--- config.mk ---
export PLATFORM = sky130hd
export DESIGN_NAME = radar_radial_message_parser_flat
export DESIGN_NICKNAME = d
export VERILOG_FILES = /design/src/rtl/rrmp_pkg.sv /design/src/rtl/rrmp_in_if.sv /design/src/rtl/rrmp_out_if.sv /design/src/rtl/rrmp_front.sv /design/src/rtl/rrmp_fifo.sv /design/src/rtl/rrmp_back.sv /design/src/rtl/radar_radial_message_parser.sv /design/src/flat_wrapper.sv
export SDC_FILE = /design/constraint.sdc
export NUM_CORES = 1
export LEC_CHECK = 0
export BUFFER_PORTS_ARGS = -buffer_cell sky130_fd_sc_hd__buf_2
export CAP_MARGIN = 30
export CORE_MARGIN = 5
export CORE_UTILIZATION = 35
export CTS_BUF_LIST = sky130_fd_sc_hd__clkbuf_16
export CTS_CLUSTER_DIAMETER = 80
export DETAILED_ROUTE_END_ITERATION = 8
export PLACE_DENSITY = 0.58
export SYNTH_ARGS = -nofsm -noshare
export SYNTH_HDL_FRONTEND = slang
export SYNTH_SLANG_ARGS = --single-unit
--- constraint.sdc ---
create_clock -name clk -period 15.74 [get_ports clk]
set_clock_uncertainty 0.05 [all_clocks]
set_input_delay 0.787 -clock clk [delete_from_list [all_inputs] [get_ports clk]]
set_output_delay 0.787 -clock clk [all_outputs]
set_load 0.03 [all_outputs]
--- src/rtl/rrmp_pkg.sv ---
package rrmp_pkg;

  localparam int NumFields = 25;
  localparam logic [15:0] HeaderEnd = 16'd67;

  // result kinds
  localparam logic [1:0] KindField   = 2'd0;
  localparam logic [1:0] KindVerdict = 2'd1;
  localparam logic [1:0] KindGate    = 2'd2;

  // moments
  localparam logic [1:0] MomRefl  = 2'd0;
  localparam logic [1:0] MomVel   = 2'd1;
  localparam logic [1:0] MomWidth = 2'd2;

  // header field numbers that are kept for the checks, and the two four-byte fields
  localparam logic [4:0] FldAzNum    = 5'd4;
  localparam logic [4:0] FldElNum    = 5'd7;
  localparam logic [4:0] FldSurvBins = 5'd12;
  localparam logic [4:0] FldDopBins  = 5'd13;
  localparam logic [4:0] FldReflPtr  = 5'd16;
  localparam logic [4:0] FldVelPtr   = 5'd17;
  localparam logic [4:0] FldWidthPtr = 5'd18;
  localparam logic [4:0] FldTime     = 5'd0;
  localparam logic [4:0] FldCalib    = 5'd15;

  // check limits
  localparam logic [15:0] AzMax       = 16'd400;
  localparam logic [15:0] ElMax       = 16'd25;
  localparam logic [15:0] SurvBinsMax = 16'd460;
  localparam logic [15:0] DopBinsMax  = 16'd920;
  localparam logic [15:0] PtrMin      = 16'd100;
  localparam logic [15:0] VelPtrMax   = 16'd560;
  localparam logic [15:0] WidthPtrMax = 16'd1480;

  // error mask bits
  localparam int ErrAz    = 0;
  localparam int ErrEl    = 1;
  localparam int ErrSurv  = 2;
  localparam int ErrDop   = 3;
  localparam int ErrRefl  = 4;
  localparam int ErrVel   = 5;
  localparam int ErrWidth = 6;

  // sub-result select bits of one queue entry, in emit order
  localparam int SelField   = 0;
  localparam int SelVerdict = 1;
  localparam int SelRefl    = 2;
  localparam int SelVel     = 3;
  localparam int SelWidth   = 4;

  localparam logic [6:0] FieldStart [NumFields] = '{
    7'd0,  7'd4,  7'd6,  7'd8,  7'd10, 7'd12, 7'd14, 7'd16, 7'd18, 7'd20,
    7'd22, 7'd24, 7'd26, 7'd28, 7'd30, 7'd32, 7'd36, 7'd38, 7'd40, 7'd42,
    7'd44, 7'd60, 7'd62, 7'd64, 7'd66
  };

  typedef struct packed {
    logic       hit;
    logic [4:0] idx;
    logic       first;
    logic       last;
  } fld_info_t;

  // one queue entry: everything one accepted byte produces
  typedef struct packed {
    logic [4:0]  sel;
    logic [4:0]  field_index;
    logic [31:0] field_value;
    logic [6:0]  error_mask;
    logic [9:0]  gate_refl;
    logic [9:0]  gate_vel;
    logic [9:0]  gate_width;
    logic [7:0]  gate_value;
  } entry_t;

  // header byte offset to field position
  function automatic fld_info_t field_info(input logic [6:0] off);
    fld_info_t  r;
    logic [6:0] len;
    r = '0;
    for (int i = 0; i < NumFields; i++) begin
      len = (i == int'(FldTime) || i == int'(FldCalib)) ? 7'd4 : 7'd2;
      if (off >= FieldStart[i] && off < FieldStart[i] + len) begin
        r.hit   = 1'b1;
        r.idx   = 5'(i);
        r.first = (off == FieldStart[i]);
        r.last  = (off == FieldStart[i] + len - 7'd1);
      end
    end
    return r;
  endfunction

endpackage

--- src/rtl/rrmp_in_if.sv ---
interface rrmp_in_if;
  logic        valid;
  logic        ready;
  logic [7:0]  data_byte;
  logic        start_req;
  logic [15:0] message_size;

  modport source (output valid, output data_byte, output start_req,
                  output message_size, input ready);
  modport sink (input valid, input data_byte, input start_req,
                input message_size, output ready);
endinterface

--- src/rtl/rrmp_out_if.sv ---
interface rrmp_out_if;
  logic        valid;
  logic        ready;
  logic [1:0]  result_kind;
  logic [4:0]  field_index;
  logic [31:0] field_value;
  logic        header_ok;
  logic [6:0]  error_mask;
  logic [1:0]  moment;
  logic [9:0]  gate_index;
  logic [7:0]  gate_value;
  logic        last;

  modport source (output valid, output result_kind, output field_index,
                  output field_value, output header_ok, output error_mask,
                  output moment, output gate_index, output gate_value,
                  output last, input ready);
  modport sink (input valid, input result_kind, input field_index,
                input field_value, input header_ok, input error_mask,
                input moment, input gate_index, input gate_value,
                input last, output ready);
endinterface

--- src/rtl/rrmp_front.sv ---
module rrmp_front (
  input  logic             clk,
  input  logic             rst,
  rrmp_in_if.sink          bytes,
  input  logic             full,
  output logic             push,
  output rrmp_pkg::entry_t entry
);

  logic [15:0] byte_offset;
  logic [31:0] field_accumulator;
  logic [15:0] azimuth_count;
  logic [15:0] elevation_count;
  logic [15:0] surveillance_gates;
  logic [15:0] doppler_gates;
  logic [15:0] reflectivity_offset;
  logic [15:0] velocity_offset;
  logic [15:0] width_offset;
  logic [15:0] size_seen;
  logic        header_passed;
  logic [16:0] refl_end;
  logic [16:0] vel_end;
  logic [16:0] width_end;

  logic                accept;
  logic [15:0]         off;
  logic                in_header;
  rrmp_pkg::fld_info_t finfo;
  logic [31:0]         field_accumulator_next;
  logic                emit_field;
  logic                emit_verdict;
  logic [6:0]          mask;
  logic                gates_on;
  logic [2:0]          hit;
  logic [15:0]         d_refl, d_vel, d_width;

  assign bytes.ready = !full;
  assign accept      = bytes.valid && !full;

  assign off       = bytes.start_req ? 16'd0 : byte_offset;
  assign in_header = (off <= rrmp_pkg::HeaderEnd);
  assign finfo     = rrmp_pkg::field_info(off[6:0]);

  assign field_accumulator_next = finfo.first ? {24'd0, bytes.data_byte}
                                              : {field_accumulator[23:0], bytes.data_byte};
  assign emit_field   = in_header && finfo.hit && finfo.last;
  assign emit_verdict = (off == rrmp_pkg::HeaderEnd);

  always_comb begin
    mask = '0;
    mask[rrmp_pkg::ErrAz] = (azimuth_count == 16'd0) || (azimuth_count > rrmp_pkg::AzMax);
    mask[rrmp_pkg::ErrEl] = (elevation_count == 16'd0) ||
                            (elevation_count > rrmp_pkg::ElMax);
    mask[rrmp_pkg::ErrSurv] = (surveillance_gates > rrmp_pkg::SurvBinsMax);
    mask[rrmp_pkg::ErrDop]  = (doppler_gates > rrmp_pkg::DopBinsMax);
    mask[rrmp_pkg::ErrRefl] = (reflectivity_offset != 16'd0) &&
                              (reflectivity_offset != rrmp_pkg::PtrMin);
    mask[rrmp_pkg::ErrVel]  = (velocity_offset != 16'd0) &&
                              ((velocity_offset < rrmp_pkg::PtrMin) ||
                               (velocity_offset > rrmp_pkg::VelPtrMax));
    mask[rrmp_pkg::ErrWidth] = (width_offset != 16'd0) &&
                               ((width_offset < rrmp_pkg::PtrMin) ||
                                (width_offset > rrmp_pkg::WidthPtrMax) ||
                                (width_offset > size_seen));
  end

  // window tests; ends are registered, pointers settle long before byte 68
  assign gates_on = !in_header && header_passed;
  assign hit[0] = gates_on && (reflectivity_offset != 16'd0) &&
                  (off >= reflectivity_offset) && ({1'b0, off} < refl_end);
  assign hit[1] = gates_on && (velocity_offset != 16'd0) &&
                  (off >= velocity_offset) && ({1'b0, off} < vel_end);
  assign hit[2] = gates_on && (width_offset != 16'd0) &&
                  (off >= width_offset) && ({1'b0, off} < width_end);

  assign d_refl  = off - reflectivity_offset;
  assign d_vel   = off - velocity_offset;
  assign d_width = off - width_offset;

  always_comb begin
    entry             = '0;
    entry.sel         = {hit, emit_verdict, emit_field};
    entry.field_index = finfo.idx;
    entry.field_value = field_accumulator_next;
    entry.error_mask  = mask;
    entry.gate_refl   = d_refl[9:0];
    entry.gate_vel    = d_vel[9:0];
    entry.gate_width  = d_width[9:0];
    entry.gate_value  = bytes.data_byte;
  end

  assign push = accept && (|entry.sel);

  always_ff @(posedge clk) begin
    refl_end  <= {1'b0, reflectivity_offset} + {1'b0, surveillance_gates};
    vel_end   <= {1'b0, velocity_offset} + {1'b0, doppler_gates};
    width_end <= {1'b0, width_offset} + {1'b0, doppler_gates};
  end

  always_ff @(posedge clk) begin
    if (rst) begin
      byte_offset         <= '0;
      field_accumulator   <= '0;
      azimuth_count       <= '0;
      elevation_count     <= '0;
      surveillance_gates  <= '0;
      doppler_gates       <= '0;
      reflectivity_offset <= '0;
      velocity_offset     <= '0;
      width_offset        <= '0;
      size_seen           <= '0;
      header_passed       <= 1'b0;
    end else if (accept) begin
      if (bytes.start_req) begin
        azimuth_count       <= '0;
        elevation_count     <= '0;
        surveillance_gates  <= '0;
        doppler_gates       <= '0;
        reflectivity_offset <= '0;
        velocity_offset     <= '0;
        width_offset        <= '0;
        size_seen           <= bytes.message_size;
        header_passed       <= 1'b0;
      end
      if (in_header && finfo.hit) begin
        field_accumulator <= field_accumulator_next;
      end
      if (emit_field) begin
        case (finfo.idx)
          rrmp_pkg::FldAzNum:    azimuth_count       <= field_accumulator_next[15:0];
          rrmp_pkg::FldElNum:    elevation_count     <= field_accumulator_next[15:0];
          rrmp_pkg::FldSurvBins: surveillance_gates  <= field_accumulator_next[15:0];
          rrmp_pkg::FldDopBins:  doppler_gates       <= field_accumulator_next[15:0];
          rrmp_pkg::FldReflPtr:  reflectivity_offset <= field_accumulator_next[15:0];
          rrmp_pkg::FldVelPtr:   velocity_offset     <= field_accumulator_next[15:0];
          rrmp_pkg::FldWidthPtr: width_offset        <= field_accumulator_next[15:0];
          default: ;
        endcase
      end
      if (emit_verdict) begin
        header_passed <= (mask == 7'd0);
      end
      if (off != 16'hFFFF) begin
        byte_offset <= off + 16'd1;
      end else begin
        byte_offset <= off;
      end
    end
  end

endmodule

--- src/rtl/rrmp_fifo.sv ---
module rrmp_fifo #(
  parameter int Depth = 4
) (
  input  logic             clk,
  input  logic             rst,
  input  logic             push,
  input  rrmp_pkg::entry_t wr_entry,
  output logic             full,
  input  logic             pop,
  output rrmp_pkg::entry_t head,
  output logic             empty
);

  localparam int PtrW = (Depth > 1) ? $clog2(Depth) : 1;
  localparam int CntW = $clog2(Depth + 1);

  rrmp_pkg::entry_t mem [Depth];
  logic [PtrW-1:0]  wr_ptr;
  logic [PtrW-1:0]  rd_ptr;
  logic [CntW-1:0]  count;

  assign full  = (count == CntW'(Depth));
  assign empty = (count == '0);
  assign head  = mem[rd_ptr];

  always_ff @(posedge clk) begin
    if (push) begin
      mem[wr_ptr] <= wr_entry;
    end
  end

  always_ff @(posedge clk) begin
    if (rst) begin
      wr_ptr <= '0;
      rd_ptr <= '0;
      count  <= '0;
    end else begin
      if (push) begin
        wr_ptr <= (wr_ptr == PtrW'(Depth - 1)) ? '0 : wr_ptr + 1'b1;
      end
      if (pop) begin
        rd_ptr <= (rd_ptr == PtrW'(Depth - 1)) ? '0 : rd_ptr + 1'b1;
      end
      if (push && !pop) begin
        count <= count + 1'b1;
      end else if (pop && !push) begin
        count <= count - 1'b1;
      end
    end
  end

endmodule

--- src/rtl/rrmp_back.sv ---
module rrmp_back (
  input  logic             clk,
  input  logic             rst,
  input  rrmp_pkg::entry_t head,
  input  logic             empty,
  output logic             pop,
  rrmp_out_if.source       results
);

  logic [4:0] done;
  logic [4:0] rem;
  logic [4:0] pick;
  logic       pick_last;
  logic       load;

  assign rem       = head.sel & ~done;
  assign pick      = rem & (~rem + 5'd1);
  assign pick_last = ((rem & ~pick) == 5'd0);
  assign load      = !empty && (!results.valid || results.ready);
  assign pop       = load && pick_last;

  always_ff @(posedge clk) begin
    if (rst) begin
      done          <= '0;
      results.valid <= 1'b0;
    end else begin
      if (load) begin
        done <= pick_last ? 5'd0 : (done | pick);
      end
      if (load) begin
        results.valid <= 1'b1;
      end else if (results.ready) begin
        results.valid <= 1'b0;
      end
    end
  end

  always_ff @(posedge clk) begin
    if (load) begin
      results.field_index <= '0;
      results.field_value <= '0;
      results.header_ok   <= 1'b0;
      results.error_mask  <= '0;
      results.moment      <= rrmp_pkg::MomRefl;
      results.gate_index  <= '0;
      results.gate_value  <= '0;
      results.last        <= pick_last;
      if (pick[rrmp_pkg::SelField]) begin
        results.result_kind <= rrmp_pkg::KindField;
        results.field_index <= head.field_index;
        results.field_value <= head.field_value;
      end else if (pick[rrmp_pkg::SelVerdict]) begin
        results.result_kind <= rrmp_pkg::KindVerdict;
        results.header_ok   <= (head.error_mask == 7'd0);
        results.error_mask  <= head.error_mask;
      end else begin
        results.result_kind <= rrmp_pkg::KindGate;
        results.gate_value  <= head.gate_value;
        if (pick[rrmp_pkg::SelRefl]) begin
          results.moment     <= rrmp_pkg::MomRefl;
          results.gate_index <= head.gate_refl;
        end else if (pick[rrmp_pkg::SelVel]) begin
          results.moment     <= rrmp_pkg::MomVel;
          results.gate_index <= head.gate_vel;
        end else begin
          results.moment     <= rrmp_pkg::MomWidth;
          results.gate_index <= head.gate_width;
        end
      end
    end
  end

endmodule

--- src/rtl/radar_radial_message_parser.sv ---
// Channel   | Dir | Payload                                   | Request
// ----------+-----+-------------------------------------------+---------------------------
// bytes     | in  | data_byte, start_req, message_size        | one raw message byte
// results   | out | result_kind, field_index, field_value,    | one field, verdict or gate
//           |     | header_ok, error_mask, moment, gate_index,|
//           |     | gate_value, last                          |
//
// One byte is taken every cycle while the result queue has room; a byte that
// yields k results, which leave the output one after another (k is 0..3, usually 0 or 1).
// First result is written to the queue at the edge that takes its byte, and the output
// register loads it from the queue once that register is free.
// Reset (rst, synchronous) empties the queue and output and clears the parse state but the window ends.
// The output register lets a new result load in the cycle the old one is taken;
// a stalled output fills the queue, after which bytes are held off.
module radar_radial_message_parser #(
  parameter int QueueDepth = 4
) (
  input  logic        clk,
  input  logic        rst,
  rrmp_in_if.sink     bytes,
  rrmp_out_if.source  results
);

  // front-to-back queue signals
  logic             push;
  logic             full;
  logic             pop;
  logic             empty;
  rrmp_pkg::entry_t wr_entry;
  rrmp_pkg::entry_t head;

  // front: tracks offset, builds header fields, runs the checks and
  // the moment window tests, one byte per cycle while the queue has room
  rrmp_front u_front (
    .clk   (clk),
    .rst   (rst),
    .bytes (bytes),
    .full  (full),
    .push  (push),
    .entry (wr_entry)
  );

  // each entry holds every result of one byte
  rrmp_fifo #(
    .Depth (QueueDepth)
  ) u_fifo (
    .clk      (clk),
    .rst      (rst),
    .push     (push),
    .wr_entry (wr_entry),
    .full     (full),
    .pop      (pop),
    .head     (head),
    .empty    (empty)
  );

  // back: splits an entry into its results, in field, verdict,
  // reflectivity, velocity, width order, and marks the last one
  rrmp_back u_back (
    .clk     (clk),
    .rst     (rst),
    .head    (head),
    .empty   (empty),
    .pop     (pop),
    .results (results)
  );

endmodule
--- src/flat_wrapper.sv ---
// flat-port wrapper written by rule: the top's interface ports become plain ports
module radar_radial_message_parser_flat 
#(
  parameter int QueueDepth = 4
)
  (clk, rst, bytes_valid, bytes_data_byte, bytes_start_req, bytes_message_size, bytes_ready, results_valid, results_result_kind, results_field_index, results_field_value, results_header_ok, results_error_mask, results_moment, results_gate_index, results_gate_value, results_last, results_ready);
  rrmp_in_if bytes_i ();
  rrmp_out_if results_i ();
  input  logic clk;
  input  logic rst;
  input wire logic [$bits(bytes_i.valid)-1:0] bytes_valid;
  input wire logic [$bits(bytes_i.data_byte)-1:0] bytes_data_byte;
  input wire logic [$bits(bytes_i.start_req)-1:0] bytes_start_req;
  input wire logic [$bits(bytes_i.message_size)-1:0] bytes_message_size;
  output wire logic [$bits(bytes_i.ready)-1:0] bytes_ready;
  output wire logic [$bits(results_i.valid)-1:0] results_valid;
  output wire logic [$bits(results_i.result_kind)-1:0] results_result_kind;
  output wire logic [$bits(results_i.field_index)-1:0] results_field_index;
  output wire logic [$bits(results_i.field_value)-1:0] results_field_value;
  output wire logic [$bits(results_i.header_ok)-1:0] results_header_ok;
  output wire logic [$bits(results_i.error_mask)-1:0] results_error_mask;
  output wire logic [$bits(results_i.moment)-1:0] results_moment;
  output wire logic [$bits(results_i.gate_index)-1:0] results_gate_index;
  output wire logic [$bits(results_i.gate_value)-1:0] results_gate_value;
  output wire logic [$bits(results_i.last)-1:0] results_last;
  input wire logic [$bits(results_i.ready)-1:0] results_ready;
  assign bytes_i.valid = bytes_valid;
  assign bytes_i.data_byte = bytes_data_byte;
  assign bytes_i.start_req = bytes_start_req;
  assign bytes_i.message_size = bytes_message_size;
  assign bytes_ready = bytes_i.ready;
  assign results_valid = results_i.valid;
  assign results_result_kind = results_i.result_kind;
  assign results_field_index = results_i.field_index;
  assign results_field_value = results_i.field_value;
  assign results_header_ok = results_i.header_ok;
  assign results_error_mask = results_i.error_mask;
  assign results_moment = results_i.moment;
  assign results_gate_index = results_i.gate_index;
  assign results_gate_value = results_i.gate_value;
  assign results_last = results_i.last;
  assign results_i.ready = results_ready;
  radar_radial_message_parser #(.QueueDepth(QueueDepth)) u_core (.clk(clk), .rst(rst), .bytes(bytes_i), .results(results_i));
endmodule
==> flow_summary_export.csv, run 1 <==
group,metric,value,unit
sta,fin_crit_period,5.863,ns
clocking,cts.sinks,619,
synthesis,synth_adder_area_share,7.632,%
critical_path,source_of_the_worst_register_to_register_timing_path,"u_core.u_front.byte_offset[0]$_SDFFE_PP0P_",
placement,dp.final_hpwl,58610,um
critical_path,crit_slowest_cell,"buf_4",
power_and_ir_drop,irDropWorstVdd,0.09789,mV
grt,grt_usage,17.93,%
synthesis,yosysSeqAreaShare,55.89,%
critical_path,crit_path_depth,14,
synthesis,synthCells,2345,
critical_path,worstPathCellList,"buf_2 -> nand2b_1 -> inv_1 -> ha_1 -> o21ai_0 -> a31oi_1 -> o41ai_1 -> o31ai_1 -> a2111oi_0 -> buf_4 -> inv_1 -> a31oi_2 -> and2_4 -> buf_4",
critical_path,crit_path_start_kind,"input pin",
synthesis,synth_xor_xnor_area_share,2.140,%
routing,dr.first_iter.drc_count,1363,
placement,place.gp.congestion,0.9143,
power_and_ir_drop,p_leak,0.01208,uW
clocking,htree_levels,3,
critical_path,worst-r2r-setup-slack,10.12,ns
grt,grt_pass1_wl,123000,um
clocking,post_cts_buffers,0,
critical_path,slowest_delay,0.70,ns
sta,finalHoldViolCount,0,
die,std_cell_rows,105,
synthesis,synthesis.area,29050,um^2
worst_hold_path,hold_class,"input pin to register",
clocking,clockBufferDepth,3,
synthesis,yosys.area.top_type_share,39.69,%
clocking,cts.repair.resized,0,
placement,dp_slack,9.324,ns
synthesis,netlist_top_cells_area,"edfxtp_1 (40%), dfxtp_1 (16%), ha_1 (7.1%), mux4_2 (6.1%), a22o_1 (2.7%)",
synthesis,synth_top_flop_cell,"edfxtp_1",
layout,num-nets-final,2651,
synthesis,synthArstFlopShare,0,%
critical_path,timing.reg2reg.worst_path_depth,12,
sta,rsz0062_at_grt,"no",
synthesis,postSynthNetCount,2547,
sta,setup_total_negative_slack,0,ns
clocking,cts.reportedPaths.clkPinSlew,0.06,ns
clocking,clock_insertion_delay_worst_skew,0.62,ns
routing,detailroute.via_count,19644,
critical_path,critPathMaxFanout,56,
die,boundaryPins,99,
clocking,root_buffer,"clkbuf_16",
synthesis,syn_avg_cell_area,12.39,um^2
synthesis,synth_edf_count,384,
synthesis,synthDominantAreaCellType,"edfxtp_1",
die,floorplan.core_area,82240,um^2
grt,overflow,0,
layout,area_growth,13.51,%
sta,relative_slew_margins,27.34,%
placement,portBuffers,98,
synthesis,yosys_warnings,0,
critical_path,cp_num_buf_inv,5,
synthesis,synth_simple_gate_area_share,12.44,%
synthesis,ys_types,93,
routing,first_pass_iters,5,
grt,number_of_global_route_vias_before_repair,19941,
layout,drive_above_1_share,14.09,%
critical_path,cp_data_arrival_time,6.05,ns
status,status,"complete, no violations",
synthesis,yosys-mux-area-fraction,7.098,%
critical_path,critical_path.reg2reg.endpoint,"u_core.u_fifo.mem[0][57]$_DFFE_PP_",
clocking,cts_buffers,71,
routing,drt_wl_total,81520,um
die,die_w,298.1,um
critical_path,timing.critical_path.required,15.93,ns
sta,worst_slack,9.877,ns
sta,setup_viol,0,
critical_path,startpoint,"bytes_start_req",
job,cap_violations,0,
sta,maxClockFrequency,0.1706,GHz
sta,tightestPinTransition,1.076,ns
sta,layout_worst_path_cycle_share,37.25,%
synthesis,synth_top_family_by_area,"simple AND/OR/NAND/NOR gates",
synthesis,synth-seq-cells,619,
routing,viasPerCell,5.493,
die,floorplan.initialDensity,35.32,%
synthesis,synth_compound_area_share,11.18,%
critical_path,worst_setup_path_endpoint,"u_core.u_fifo.mem[0][57]$_DFFE_PP_",
critical_path,endpoint_kind,"register",
die,dieArea,88870,um^2
worst_hold_path,timing.hold.worst_path_depth,3,
grt,grt_antenna_before_repair,1,
clocking,ctsHoldBuffers,0,
routing,ant_nets,0,
critical_path,critPathTopFamily,"buffers and inverters",
clocking,cts_tree,"built",
grt,grt_start_max_net_pins,64,
routing,detail_route.wl_per_cell,22.80,um
die,die_y,298.1,um
power_and_ir_drop,powerDensity,120.4,nW/um^2
sta,finalMaxSlewViolations,0,
critical_path,critPathKind,"input pin to register",
routing,drc,0,
## synthesized netlist by cell type, types with 5 or more instances
master / instances
nand2b_1: 28
a2bb2oi_1: 6
mux2i_1: 26
clkbuf_1: 45
buf_1: 9
and3_1: 22
or3_1: 11
or2_2: 8
a21o_1: 20
or4_1: 17
clkbuf_2: 8
nor2_1: 147
buf_2: 29
o21a_1: 13
o21ai_0: 53
dfxtp_1: 235
o31a_1: 5
a32o_1: 26
nor2b_1: 69
nand2_1: 130
a22o_1: 90
mux4_2: 79
o211ai_1: 12
and2_1: 53
a21oi_1: 103
nand4b_1: 12
nand4_1: 14
xor2_1: 21
nand3_1: 59
fa_1: 7
inv_1: 157
a31oi_1: 19
xnor2_1: 50
nand3b_1: 5
a211oi_1: 19
o31ai_1: 7
nor4_1: 18
edfxtp_1: 384
nor3_1: 43
a2111oi_0: 7
ha_1: 166
a21boi_0: 9
## flip-flops by register name (all words and copies together), names as in the netlist, 7 cells and up, named ones only
signal and count:
u_core.u_fifo.mem 316, u_core.u_back.results.field_value 32, u_core.u_front.field_accumulator 24, u_core.u_front.refl_end 17, u_core.u_front.vel_end 17, u_core.u_front.width_end 17, u_core.u_front.azimuth_count 16, u_core.u_front.byte_offset 16
u_core.u_front.doppler_gates 16, u_core.u_front.elevation_count 16, u_core.u_front.reflectivity_offset 16, u_core.u_front.size_seen 16, u_core.u_front.surveillance_gates 16, u_core.u_front.velocity_offset 16, u_core.u_front.width_offset 16, u_core.u_back.results.gate_index 10
u_core.u_back.results.gate_value 8, u_core.u_back.results.error_mask 7
## cell type report
cell class / instances / area [um^2]
Timing Repair Buffer: 130 / 738.2
Sequential cell: 619 / 16240
Multi-Input combinational cell: 1470 / 11800
Clock buffer: 72 / 1802
Tap cell: 1070 / 1339
Fill cell: 7723 / 49260
Clock inverter: 57 / 462.9
Antenna cell: 1 / 2.502
Inverter: 157 / 589.3
## cells by family (layout without fill, tap and decap cells)
| group | count (synthesis) | after routing |
|---|---|---|
| and+or+nand+nor | 673 | 673 |
| DFF | 619 | 619 |
| AOI/OAI and AO/OA | 446 | 446 |
| buffers and inverters | 256 | 416 |
| adders and majority gates | 173 | 173 |
| muxes | 107 | 107 |
| xor gates and xnor gates | 71 | 71 |
| other | 0 | 1 |
## power breakdown
| group | internal, uW | switching [uW] |
|---|---|---|
| registers | 1820 | 32.7 |
| clock network | 909 | 674 |
| logic | 152 | 378 |
## routing by layer
metal / vias to the layer above / global-route usage, % / wire length [um]
li1: 9034 / - / -
met1: 9836 / 24.71 / 35940
met2: 638 / 29.14 / 38070
met3: 136 / 3.073 / 5048
met4: 0 / 5.471 / 2460
met5: - / 0 / 0
## metrics by stage
step / hold WS, ns / utilization [%] / cells / instance area, um^2 / total power [uW]
2_1_floorplan: 0.3780 / - / 2345 / 29050 / 2269
3_3_place_gp: 0.3928 / 37.28 / 3440 / 30660 / 2427
3_5_place_dp: 0.3991 / 37.34 / 3445 / 30710 / 2437
4_1_cts: 0.3281 / 40.09 / 3574 / 32970 / 4022
5_1_grt: 0.3332 / 40.10 / 3575 / 32980 / 4134
6_report: 0.3514 / 40.10 / 3576 / 32980 / 3971
## worst min-delay path by stage
stage / startpoint / end / slack (ns)
floorplan: u_core.u_back.done[2]$_SDFFE_PP0P_ / u_core.u_back.done[2]$_SDFFE_PP0P_ / 0.38
global placement: u_core.u_back.done[0]$_SDFFE_PP0P_ / u_core.u_back.done[0]$_SDFFE_PP0P_ / 0.39
detailed placement: u_core.u_front.size_seen[4]$_SDFFE_PP0P_ / u_core.u_front.size_seen[4]$_SDFFE_PP0P_ / 0.40
CTS: bytes_message_size[10] / u_core.u_front.size_seen[10]$_SDFFE_PP0P_ / 0.33
global route: bytes_message_size[11] / u_core.u_front.size_seen[11]$_SDFFE_PP0P_ / 0.33
finish: bytes_message_size[4] / u_core.u_front.size_seen[4]$_SDFFE_PP0P_ / 0.35
## tightest hold or removal path: stages
cell     delay, ns
buf_2         0.09
nand2_1       0.05
a21oi_1       0.05
## cell usage in the layout, fill, tap and decap left out, types with 12 or more instances in the layout
cell / count
edfxtp_1: 384
dfxtp_1: 233
inv_1: 179
ha_1: 166
nor2_1: 146
nand2_1: 130
a21oi_1: 102
buf_2: 100
a22o_1: 90
mux4_2: 79
clkbuf_16: 72
nor2b_1: 69
nand3_1: 59
o21ai_0: 53
xnor2_1: 50
and2_1: 49
nor3_1: 43
nand2b_1: 27
a32o_1: 26
mux2i_1: 26
buf_4: 26
and3_1: 22
xor2_1: 21
a21o_1: 20
a211oi_1: 19
nor4_1: 18
a31oi_1: 18
or4_1: 17
nand4_1: 14
o21a_1: 13
o211ai_1: 12
nand4b_1: 12
Power figures use the tool's default switching activity.
==> run 2: changes to the inputs <==
==> constraint.sdc (replaced) <==
create_clock -name clk -period 5.7 [get_ports clk]
set_clock_uncertainty 0.05 [all_clocks]
set_input_delay 0.285 -clock clk [delete_from_list [all_inputs] [get_ports clk]]
set_output_delay 0.285 -clock clk [all_outputs]
set_load 0.03 [all_outputs]
==> flow_summary_export.csv, run 2 (synthesis results as in run 1) <==
group,metric,value,unit
layout,largest-register,"u_core.u_fifo.mem",
grt,grt_antenna_before_repair,2,
placement,dp.final_hpwl,57230,um
routing,drt_wl_total,79580,um
critical_path,crit_path_start_kind,"register",
job,cap_violations,0,
die,boundaryPins,99,
clocking,cts.reportedPaths.clkPinSlew,0.06,ns
clocking,htree_levels,3,
sta,fin_crit_period,4.809,ns
grt,grt_pass1_wl,121800,um
sta,tightestPinTransition,1.009,ns
critical_path,endpoint_kind,"register",
routing,top_layer_used,"met4",
power_and_ir_drop,cell_internal_pwr,7827,uW
layout,area_growth,14.44,%
clocking,root_buffer,"clkbuf_16",
die,die_w,298.1,um
clocking,cts_buffers,70,
placement,numPlacedInstances,3463,
power_and_ir_drop,power_switching,2950,uW
critical_path,timing.critical_path.required,6.18,ns
critical_path,slowest_delay,0.78,ns
power_and_ir_drop,clock_power_share,38.8,%
die,die_y,298.1,um
layout,layout_commonest_cell,"edfxtp_1",
critical_path,cp_num_buf_inv,1,
power_and_ir_drop,switching_share,27.37,%
layout,fin_util,40.43,%
clocking,clock_insertion_delay_worst_skew,0.60,ns
sta,finalMaxSlewViolations,0,
grt,number_of_global_route_vias_before_repair,19886,
clocking,clockBufferDepth,3,
layout,num-nets-final,2685,
layout,finish.cell_count_without_fillers,3610,
worst_hold_path,hold_class,"input pin to register",
routing,viasPerCell,5.470,
power_and_ir_drop,powerDensity,324.1,nW/um^2
routing,met3WireLength,4742,um
power_and_ir_drop,irDropWorstVdd,0.2611,mV
sta,rsz0062_at_grt,"no",
sta,relative_slew_margins,32.50,%
sta,setup_total_negative_slack,0,ns
power_and_ir_drop,seq_power_share,47.5,%
clocking,cts_tree,"built",
routing,ant_nets,0,
power_and_ir_drop,finalPower,10780,uW
power_and_ir_drop,p_leak,0.01221,uW
routing,detail_route.wl_per_cell,22.04,um
grt,grt_start_max_net_pins,66,
layout,drive_above_1_share,14.73,%
grt,overflow,0,
placement,place.gp.congestion,0.9201,
routing,first_pass_iters,6,
routing,wl_met1,35110,um
grt,grt_usage,17.58,%
sta,layout_worst_path_cycle_share,84.37,%
critical_path,critPathMaxFanout,18,
die,floorplan.core_area,82240,um^2
sta,setup_viol,0,
critical_path,crit_slowest_cell,"nor4_1",
layout,largest_register_ff_count,316,
layout,largest_registers,"u_core.u_fifo.mem (316), u_core.u_back.results.field_value (32), u_core.u_front.field_accumulator (24)",
die,dieArea,88870,um^2
clocking,cts.sinks,619,
routing,met2_wirelength,36690,um
critical_path,cp_data_arrival_time,5.28,ns
routing,dr.first_iter.drc_count,1623,
placement,portBuffers,98,
sta,maxClockFrequency,0.2079,GHz
critical_path,critPathKind,"register to register",
power_and_ir_drop,combPwrFrac,13.7,%
routing,detailroute.via_count,19746,
routing,drc,0,
critical_path,critPathTopFamily,"simple AND/OR/NAND/NOR gates",
clocking,cts.repair.resized,0,
layout,finalInstanceArea,33250,um^2
placement,placed_area,30930,um^2
status,status,"complete, no violations",
die,std_cell_rows,105,
layout,final_cell_mix,"edfxtp_1 (384), dfxtp_1 (233), inv_1 (179), ha_1 (166), nor2_1 (146)",
critical_path,worstPathCellList,"nor2b_1 -> ha_1 -> a21oi_1 -> o21ai_0 -> nand2_1 -> o211a_1 -> nor4_1 -> nor3_1 -> a31oi_2 -> ha_1 -> inv_1 -> fa_1 -> xor2_1 -> or3_1 -> a21oi_1",
clocking,post_cts_buffers,0,
clocking,ctsHoldBuffers,17,
sta,finalHoldViolCount,0,
die,floorplan.initialDensity,35.32,%
==> run 2: worst register-to-register path, cell delays in order, from the launching register on <==
cell and delay, ns:
dfxtp_1 0.75, nor2b_1 0.64, ha_1 0.34, a21oi_1 0.05
o21ai_0 0.22, nand2_1 0.09, o211a_1 0.13, nor4_1 0.78
nor3_1 0.17, a31oi_2 0.20, ha_1 0.23, inv_1 0.06
fa_1 0.37, xor2_1 0.18, or3_1 0.31, a21oi_1 0.15
==> run 2: power groups by stage <==
stage,sequential [uW],clock (uW),combinational (uW)
2_1_floorplan,5520,0,746
3_3_place_gp,5210,0,1480
3_5_place_dp,5220,0,1510
4_1_cts,5120,4290,1520
5_1_grt,5140,4470,1610
6_report,5120,4180,1480
==> run 2: final cells by class <==
type / count / area (um^2)
fill: 7657 / 48990
sequential: 619 / 16240
multi-input combinational: 1470 / 11800
clock buffer: 70 / 1752
tap: 1070 / 1339
timing repair buffer: 165 / 1134
inverter: 157 / 589.3
clock inverter: 58 / 387.9
antenna: 1 / 2.502
==> run 2: path summary, 6_finish.rpt <==
check	startpoint	endpoint	slack [ns]	cells after the start
setup reg to reg	u_core.u_front.byte_offset[5]$_SDFFE_PP0P_	u_core.u_fifo.count[2]$_SDFFE_PP0P_	0.89	15
setup / recovery	u_core.u_front.byte_offset[5]$_SDFFE_PP0P_	u_core.u_fifo.count[2]$_SDFFE_PP0P_	0.89	15
hold reg to reg	u_core.u_front.size_seen[3]$_SDFFE_PP0P_	u_core.u_front.size_seen[3]$_SDFFE_PP0P_	0.40	2
hold / removal	rst	u_core.u_back.results.valid$_SDFFE_PP0P_	0.09	3
==> run 2: metrics by stage <==
step	setup WS, ns	hold slack, ns
after floorplan	0.1197	0.3339
after global placement	0.5575	0.3916
after detailed placement	0.3701	0.4005
after CTS	0.9583	0.06842
after global routing	0.4577	0.08971
final	0.8910	0.09496
==> run 2: routing by layer <==
layer | track usage [%] | up-vias
li1 | - | 9097
met1 | 23.68 | 9846
met2 | 28.53 | 644
met3 | 3.182 | 159
met4 | 6.442 | 0
met5 | 0 | -
==> run 3: changes to the inputs <==
==> constraint.sdc (replaced) <==
create_clock -name clk -period 4.6 [get_ports clk]
set_clock_uncertainty 0.05 [all_clocks]
set_input_delay 0.23 -clock clk [delete_from_list [all_inputs] [get_ports clk]]
set_output_delay 0.23 -clock clk [all_outputs]
set_load 0.03 [all_outputs]
==> flow_summary_export.csv, run 3 (synthesis results as in run 1) <==
group,metric,value,unit
status,status,"complete, no violations",
placement,placed_area,31300,um^2
placement,dp_slack,0.1179,ns
critical_path,crit_path_depth,16,
critical_path,timing.critical_path.required,5.08,ns
grt,grt_usage,17.78,%
critical_path,cp_data_arrival_time,4.92,ns
critical_path,crit_path_start_kind,"register",
clocking,root_buffer,"clkbuf_16",
grt,grt_start_max_net_pins,61,
die,die_y,298.1,um
critical_path,critPathTopFamily,"simple AND/OR/NAND/NOR gates",
critical_path,critPathMaxFanout,9,
critical_path,crit_slowest_cell,"nor4_1",
critical_path,critPathKind,"register to register",
layout,final_cell_mix,"edfxtp_1 (384), dfxtp_1 (233), inv_1 (169), ha_1 (166), nor2_1 (147)",
routing,dr.first_iter.drc_count,1631,
die,dieArea,88870,um^2
routing,drt_wl_total,80850,um
placement,numPlacedInstances,3512,
sta,relative_slew_margins,33.48,%
power_and_ir_drop,powerDensity,406.8,nW/um^2
grt,grt_pass1_wl,123400,um
layout,largest_register_ff_count,316,
critical_path,worst_setup_path_endpoint,"u_core.u_fifo.count[2]$_SDFFE_PP0P_",
layout,finish.cell_count_without_fillers,3666,
placement,portBuffers,98,
power_and_ir_drop,irDropWorstVdd,0.2995,mV
clocking,clock_insertion_delay_worst_skew,0.65,ns
clocking,cts_buffers,72,
routing,detailroute.via_count,19930,
layout,largest-register,"u_core.u_fifo.mem",
job,cap_violations,0,
worst_hold_path,hold_class,"input pin to register",
sta,rsz0062_at_grt,"no",
routing,first_pass_iters,5,
clocking,clockBufferDepth,3,
layout,num-nets-final,2739,
sta,maxClockFrequency,0.2253,GHz
die,boundaryPins,99,
die,floorplan.core_area,82240,um^2
grt,grt_antenna_before_repair,1,
critical_path,cp_num_buf_inv,1,
grt,number_of_global_route_vias_before_repair,20180,
sta,setup_viol,0,
layout,drive_above_1_share,16.53,%
power_and_ir_drop,p_leak,0.01255,uW
die,die_w,298.1,um
layout,antenna_cells,0,
sta,tightestPinTransition,0.9853,ns
sta,setup_total_negative_slack,0,ns
clocking,cts_tree,"built",
critical_path,slowest_delay,0.55,ns
sta,layout_worst_path_cycle_share,96.50,%
critical_path,source_of_the_worst_register_to_register_timing_path,"u_core.u_front.byte_offset[0]$_SDFFE_PP0P_",
placement,dp.final_hpwl,58650,um
routing,drc,0,
sta,finalMaxSlewViolations,0,
layout,finalInstanceArea,33930,um^2
layout,largest_registers,"u_core.u_fifo.mem (316), u_core.u_back.results.field_value (32), u_core.u_front.field_accumulator (24)",
routing,detail_route.wl_per_cell,22.05,um
layout,area_growth,16.77,%
layout,fin_util,41.25,%
routing,viasPerCell,5.436,
layout,fillerInstances,7606,
clocking,cts.sinks,619,
critical_path,critical_path.reg2reg.endpoint,"u_core.u_fifo.count[2]$_SDFFE_PP0P_",
critical_path,worst-r2r-setup-slack,0.16,ns
layout,layout_commonest_cell,"edfxtp_1",
clocking,htree_levels,3,
sta,finalHoldViolCount,0,
clocking,cts.reportedPaths.clkPinSlew,0.06,ns
die,std_cell_rows,105,
die,floorplan.initialDensity,35.32,%
critical_path,endpoint_kind,"register",
routing,ant_nets,0,
placement,place.gp.congestion,0.9239,
critical_path,worstPathCellList,"nand2b_2 -> ha_1 -> fa_1 -> nand2b_1 -> a21oi_1 -> a41oi_1 -> o211a_1 -> nor4_1 -> nor3_1 -> a31oi_2 -> ha_1 -> inv_1 -> fa_1 -> xor2_1 -> or3_1 -> a21oi_1",
critical_path,startpoint,"u_core.u_front.byte_offset[0]$_SDFFE_PP0P_",
sta,worst_slack,0.1609,ns
sta,fin_crit_period,4.439,ns
grt,overflow,0,
critical_path,timing.reg2reg.worst_path_depth,16,
[run 3: worst reg2reg max path, cell delays in order (launching register included)]
cell and delay, ns:
dfxtp_1 0.51, nand2b_2 0.24, ha_1 0.28, fa_1 0.39, nand2b_1 0.17, a21oi_1 0.18, a41oi_1 0.07, o211a_1 0.24
nor4_1 0.55, nor3_1 0.14, a31oi_2 0.24, ha_1 0.24, inv_1 0.06, fa_1 0.37, xor2_1 0.18, or3_1 0.30
a21oi_1 0.16
[run 3: worst min path at each step]
stage,start,end,cells past startpoint
6_report,bytes_data_byte[6],u_core.u_fifo.mem[3][51]$_DFFE_PP_,1
5_1_grt,bytes_data_byte[6],u_core.u_fifo.mem[3][51]$_DFFE_PP_,1
4_1_cts,bytes_data_byte[4],u_core.u_fifo.mem[2][49]$_DFFE_PP_,1
3_5_place_dp,u_core.u_front.size_seen[9]$_SDFFE_PP0P_,u_core.u_front.size_seen[9]$_SDFFE_PP0P_,2
3_3_place_gp,u_core.u_back.done[2]$_SDFFE_PP0P_,u_core.u_back.done[2]$_SDFFE_PP0P_,2
2_1_floorplan,bytes_data_byte[0],u_core.u_fifo.mem[0][45]$_DFFE_PP_,0
[run 3: repair_timing]
item                       in CTS  in global routing
resized for setup               0                  1
hold buffers                   19                  1
hold endpoints to repair       25                  1
buffers inserted                0                  0
setup endpoints to repair       0                  1
[run 3: stage by stage]
step | total power (uW) | hold slack [ns]
floorplan | 7735 | 0.2789
finish | 13800 | 0.02864
CTS | 13970 | 0.001766
global placement | 8275 | 0.3899
global route | 14360 | 0.01474
detailed placement | 8310 | 0.4010
[run 3: metal layers]
metal	vias to the layer above	global-route usage (%)	routed length, um
met5	-	0	0
met4	0	5.426	2236
met3	125	3.007	4990
met2	687	29.39	38100
met1	9920	24.08	35520
li1	9198	-	-
[run 3: power by group]
part | internal [uW] | switching, uW
combinational | 566 | 1280
sequential | 6240 | 91.7
clock | 3220 | 2400
[run 3: final cells by class]
| cell class | count | area, um^2 | area share [%] |
|---|---|---|---|
| clock buffer | 72 | 1802 | 5.311 |
| clock inverter | 61 | 591.8 | 1.744 |
| inverter | 157 | 589.3 | 1.737 |
| multi-input combinational | 1470 | 11800 | 34.79 |
| sequential | 619 | 16240 | 47.88 |
| tap | 1070 | 1339 | 3.946 |
| timing repair buffer | 217 | 1558 | 4.592 |
